$ cat src/rtl/core/gtg_pkg.sv
// ----------------------------------------------------------------------------
// gtg_pkg
// Shared constants, widths, command/status structs and tables for the
// go-to-goal wheel speed controller.
// ----------------------------------------------------------------------------
package gtg_pkg;

    localparam int COORD_BITS_DEF   = 12;
    localparam int CORDIC_STEPS_DEF = 16;
    localparam int CORDIC_MAX       = 24;

    // Fine CORDIC angle: units of 2^-24 rad
    localparam int ZW = 28;
    localparam logic signed [ZW-1:0] PI_FINE = 28'sd52707179;
    localparam logic signed [17:0] WRAP_LIM  = 18'sd12861;
    localparam logic signed [17:0] WRAP_STEP = 18'sd25723;

    // Configuration register indexes
    localparam logic [2:0] REG_DIST_GAIN = 3'd0;
    localparam logic [2:0] REG_P_GAIN    = 3'd1;
    localparam logic [2:0] REG_D_GAIN    = 3'd2;
    localparam logic [2:0] REG_APPROACH  = 3'd3;
    localparam logic [2:0] REG_PRES_LIM  = 3'd4;
    localparam logic [2:0] REG_ABS_LIM   = 3'd5;

    localparam int CFG_W = 16;

    // Datapath commands
    typedef struct packed {
        logic load;     // capture input item, init CORDIC and isqrt
        logic iter;     // one CORDIC and one root step
        logic err;      // form heading error / turn term
        logic mul_p;    // proportional product
        logic mul_d;    // derivative product, base
        logic sum;      // sums, rounding, result register
    } gtg_cmd_t;

    typedef struct packed {
        logic busy;
    } gtg_stat_t;

    function automatic logic signed [ZW-1:0] atan_fine(input logic [4:0] i);
        logic signed [ZW-1:0] r;
        begin
            case (i)
                5'd0:  r = 28'sd13176795;
                5'd1:  r = 28'sd7778716;
                5'd2:  r = 28'sd4110060;
                5'd3:  r = 28'sd2086331;
                5'd4:  r = 28'sd1047214;
                5'd5:  r = 28'sd524117;
                5'd6:  r = 28'sd262123;
                5'd7:  r = 28'sd131069;
                default: r = ZW'(28'sd65536 >>> (i - 5'd8));
            endcase
            atan_fine = r;
        end
    endfunction

endpackage

$ cat src/rtl/core/gtg_ctrl.sv
// ----------------------------------------------------------------------------
// gtg_ctrl
// Sequencer: load, CORDIC/root iterations, error, two products, sum, output handoff.
// ----------------------------------------------------------------------------
module gtg_ctrl #(
    parameter int ITERS = 32
) (
    input  logic             clk,
    input  logic             rst_n,
    input  logic             start,
    input  logic             out_free,
    output gtg_pkg::gtg_cmd_t cmd,
    output logic             idle,
    output logic             done
);

    typedef enum logic [2:0] {S_IDLE, S_ITER, S_ERR, S_MULP, S_MULD, S_SUM, S_OUT} state_t;

    localparam int CW = $clog2(ITERS + 1);

    state_t         state_reg;
    logic [CW-1:0]  cnt_reg;

    assign idle = (state_reg == S_IDLE);

    // Command decode
    always_comb
    begin
        cmd      = '0;
        cmd.load = idle && start;
        cmd.iter = (state_reg == S_ITER);
        cmd.err  = (state_reg == S_ERR);
        cmd.mul_p = (state_reg == S_MULP);
        cmd.mul_d = (state_reg == S_MULD);
        cmd.sum  = (state_reg == S_SUM);
        done     = (state_reg == S_OUT) && out_free;
    end

    // State register
    always_ff @(posedge clk or negedge rst_n)
    begin
        if (!rst_n)
        begin
            state_reg <= S_IDLE;
            cnt_reg   <= '0;
        end
        else
        begin
            unique case (state_reg)
                S_IDLE:
                begin
                    if (start)
                    begin
                        state_reg <= S_ITER;
                        cnt_reg   <= '0;
                    end
                end
                S_ITER:
                begin
                    cnt_reg <= cnt_reg + 1'b1;
                    if (cnt_reg == CW'(ITERS - 1))
                        state_reg <= S_ERR;
                end
                S_ERR:  state_reg <= S_MULP;
                S_MULP: state_reg <= S_MULD;
                S_MULD: state_reg <= S_SUM;
                S_SUM:  state_reg <= S_OUT;
                S_OUT:
                begin
                    if (out_free)
                        state_reg <= S_IDLE;
                end
                default: state_reg <= S_IDLE;
            endcase
        end
    end

endmodule

$ cat config.mk
export PLATFORM = sky130hd
export DESIGN_NAME = gtg_ctrl
export DESIGN_NICKNAME = d
export VERILOG_FILES = /design/src/rtl/core/gtg_pkg.sv /design/src/rtl/core/gtg_ctrl.sv
export SDC_FILE = /design/constraint.sdc
export NUM_CORES = 1
export LEC_CHECK = 0
export BUFFER_PORTS_ARGS = -buffer_cell sky130_fd_sc_hd__buf_2
export CORE_ASPECT_RATIO = 1.1
export CORE_UTILIZATION = 35
export DETAILED_ROUTE_END_ITERATION = 8
export MAX_ROUTING_LAYER = met4
export PLACE_DENSITY_LB_ADDON = 0.1
export SLEW_MARGIN = 10
export SYNTH_ARGS = -nofsm -noshare
export SYNTH_HDL_FRONTEND = slang
export SYNTH_SLANG_ARGS = --single-unit
$ cat constraint.sdc
create_clock -name clk -period 1.7 [get_ports clk]
set_input_delay 0.085 -clock clk [delete_from_list [all_inputs] [get_ports clk]]
set_output_delay 0.085 -clock clk [all_outputs]
set_load 0.005 [all_outputs]
==> reports/metrics.cfg <==
[detailed_routing]
totalWireLength_mm = 1.09
dr.pass1.iters = 5
drc = 0
ant_nets = 0
drt-initial-drc-count = 5
vias_per_cell = 5.26
vias = 431
wl_per_cell_um = 13.2

[layout]
fin_util_pct = 44.7
drive_gt1_share_pct = 34.8
fin_nets = 72
antennaDiodeCount = 0
syn2layout_area_growth_pct = 16.3
largest_register_ffs = 6

[power]
finalPower_w = 0.000401
clock_power_share_pct = 44.1
p_int_w = 0.000305
share_comb_of_total_power_pct = 2.6
p_switching_w = 0.0000960
ir_drop_mv = 0.393
cellPowerDensity_nw_per_um2 = 633
leakage_nw = 0.311
p_seq_share_pct = 53.3
swShare_pct = 23.9

[synthesis]
synth_area_um2 = 546
async_reset_ff_share_pct = 100
yosysUniqueCellTypes = 28
syn_nets = 58
synthesis.instances = 53
syn_avg_cell_area_um2 = 10.3
synth-seq-cells = 9
synth_flop_cell = dfrtp_1
synth_edf_count = 0
yosysSeqAreaShare_pct = 41.3
ys_warn_count = 0

[clock_tree]
cts_max_level = 1
tritoncts = yes
worstSkewPairLatency_ps = 270
clkTransAtPathRegs_ps = 70
cts-root-buf = clkbuf_4
numCtsBuffers = 3
clockBufferDepth = 2
cts.sinks = 9

[die]
die-area_um2 = 1720
placementRows = 14
io_pins = 12
start_util_pct = 38.4
core-area_um2 = 1420
dieWidth_um = 39.6
die_h_um = 43.4

[grt]
grt_use_total_pct = 17.5
grt_first_pass_wirelength_mm = 1.90
overflow = 0
antenna_found_initial = 0
grt_pass1_vias = 405
grt_max_degree = 13

[timing]
hold_viol = 0
setup_slack_ps = 107
fin_tns_setup_ps = 0
finalCritPeriodShare_pct = 93.7
hold-worst-slack_ps = 108
worst_pin_slew_ps = 306
max_slew_margin_pct = 79.6
grt_setup_unrepaired = no
skew_ps = 6.10
setup_violations = 0
fmax_mhz = 628
finalMaxSlewViolations = 0
period_minus_slack_ps = 1590

[critical_path]
end_kind = primary output
critPathArrivalTime_ps = 1510
crit_chain = or4b_1 > inv_1 > buf_2
startpoint_type = flip-flop
crit_family = simple AND/OR/NAND/NOR gates
path_buf_inv = 2
worstPathMaxFanout = 12
crit_type = reg2out
cpPeakStageDelay_ps = 580
required_ps = 1620
crit_slowest_cell = or4b_1

[place]
dpl_worst_slack_ps = 306
hpwlAfterDp_um = 785
place.gp.congestion = 0.699
io_buffers = 11

[status]
status = completed

[min_path]
hold_class = in2reg

[flow_run]
drv_cap = 0

## per-stage QoR
stage	area [um2]	std cells
final	634	82
after global routing	634	82
after CTS	631	82
after detailed placement	593	77
after global placement	593	77
after floorplan	546	53
## layout make-up
type / count / area, um2
Fill cell: 139 / 785
Multi-Input combinational cell: 39 / 285
Sequential cell: 9 / 229
Timing Repair Buffer: 12 / 65.1
Clock buffer: 3 / 22.5
Tap cell: 16 / 20.0
Inverter: 2 / 7.51
Clock inverter: 1 / 5.00
## kinds of logic (layout without fill, tap and decap cells)
family                     count (synthesis)  in the layout  share of synthesized area [%]
adders and majority gates                  1              1                           2.29
buffers and inverters                      5             18                           6.42
muxes                                      4              4                           7.80
and+or+nand+nor                           22             22                           27.1
DFF                                        9              9                           41.3
AOI/OAI and AO/OA                         12             12                           15.1
## worst paths after layout
path | start | end | slack [ps] | depth (start not counted)
worst max-delay path | state_reg[0]$_DFFE_PN0P_ | cmd[5] | 110 | 3
worst min-delay path | start | state_reg[0]$_DFFE_PN0P_ | 110 | 3
worst max register to register | state_reg[0]$_DFFE_PN0P_ | cnt_reg[5]$_DFFE_PN0P_ | 350 | 3
worst min register to register | cnt_reg[4]$_DFFE_PN0P_ | cnt_reg[4]$_DFFE_PN0P_ | 510 | 1
max in group asynchronous | rst_n | state_reg[1]$_DFFE_PN0P_ | 1310 | 2
min in group asynchronous | rst_n | cnt_reg[1]$_DFFE_PN0P_ | 190 | 2
## cells in the mapped netlist (2+ instances only)
cell type | n | area share [%]
inv_1 | 2 | 1.4
buf_6 | 2 | 4.1
mux2i_1 | 2 | 3.7
and2_1 | 2 | 2.3
nor2_1 | 3 | 2.1
dfrtp_1 | 9 | 41
a22o_1 | 3 | 4.8
mux2_2 | 2 | 4.1
nand2_1 | 3 | 2.1
o21ai_0 | 4 | 3.7
or4b_1 | 2 | 3.7
nand4_1 | 3 | 3.4
## power by group through the flow
stage / sequential, W / combinational [W] / clock, W
2_1_floorplan: 0.000218 / 0.000000281 / 0
5_1_grt: 0.000214 / 0.0000123 / 0.000201
3_3_place_gp: 0.000218 / 0.00000913 / 0
6_report: 0.000214 / 0.0000104 / 0.000177
3_5_place_dp: 0.000218 / 0.00000928 / 0
4_1_cts: 0.000214 / 0.0000111 / 0.000182
## layout by cell type, fill, tap and decap left out
| master | netlist | final |
|---|---|---|
| nor3_2 | 1 | 1 |
| and3b_1 | 1 | 1 |
| nand2b_1 | 1 | 1 |
| buf_2 | 1 | 11 |
| or4b_1 | 2 | 2 |
| nor2_1 | 3 | 3 |
| mux2i_1 | 2 | 2 |
| nor3b_4 | 1 | 1 |
| a211oi_1 | 1 | 1 |
| o21ai_0 | 4 | 4 |
| mux2_2 | 2 | 2 |
| a21oi_2 | 1 | 1 |
| and2_1 | 2 | 2 |
| nand4_1 | 3 | 3 |
| inv_1 | 2 | 2 |
| a21o_1 | 1 | 1 |
| nor3_1 | 1 | 1 |
| and3_1 | 1 | 1 |
| ha_1 | 1 | 1 |
| nand3_1 | 1 | 1 |
| clkinv_2 | 0 | 1 |
| o21a_1 | 1 | 1 |
| a22o_1 | 3 | 3 |
| nor2b_1 | 1 | 1 |
| nand2_1 | 3 | 3 |
| clkbuf_4 | 0 | 3 |
| dfrtp_1 | 9 | 6 |
| dfrtp_2 | 0 | 3 |
| nand3b_1 | 1 | 1 |
| dlygate4sd3_1 | 0 | 1 |
| a21oi_1 | 1 | 1 |
## repair_timing
| item | 4_1_cts | 5_1_grt |
|---|---|---|
| hold buffers | 1 | 0 |
| setup endpoints to repair | 0 | 1 |
| resized for setup | 0 | 3 |
| setup buffers | 0 | 0 |
| endpoints found under the hold margin | 9 | 0 |
## per-layer routing
metal	global-route usage, %	wire [um]
met1	23.3	528
met2	22.6	470
met3	6.15	58
met4	10.3	29
met5	-	0
## tightest hold or removal path, delay by kind of cell
kind | cells | cell delay, ps
buffers and inverters | 1 | 110
AOI/OAI and AO/OA | 1 | 70
and+or+nand+nor | 1 | 80
Power figures use the tool's default switching activity.
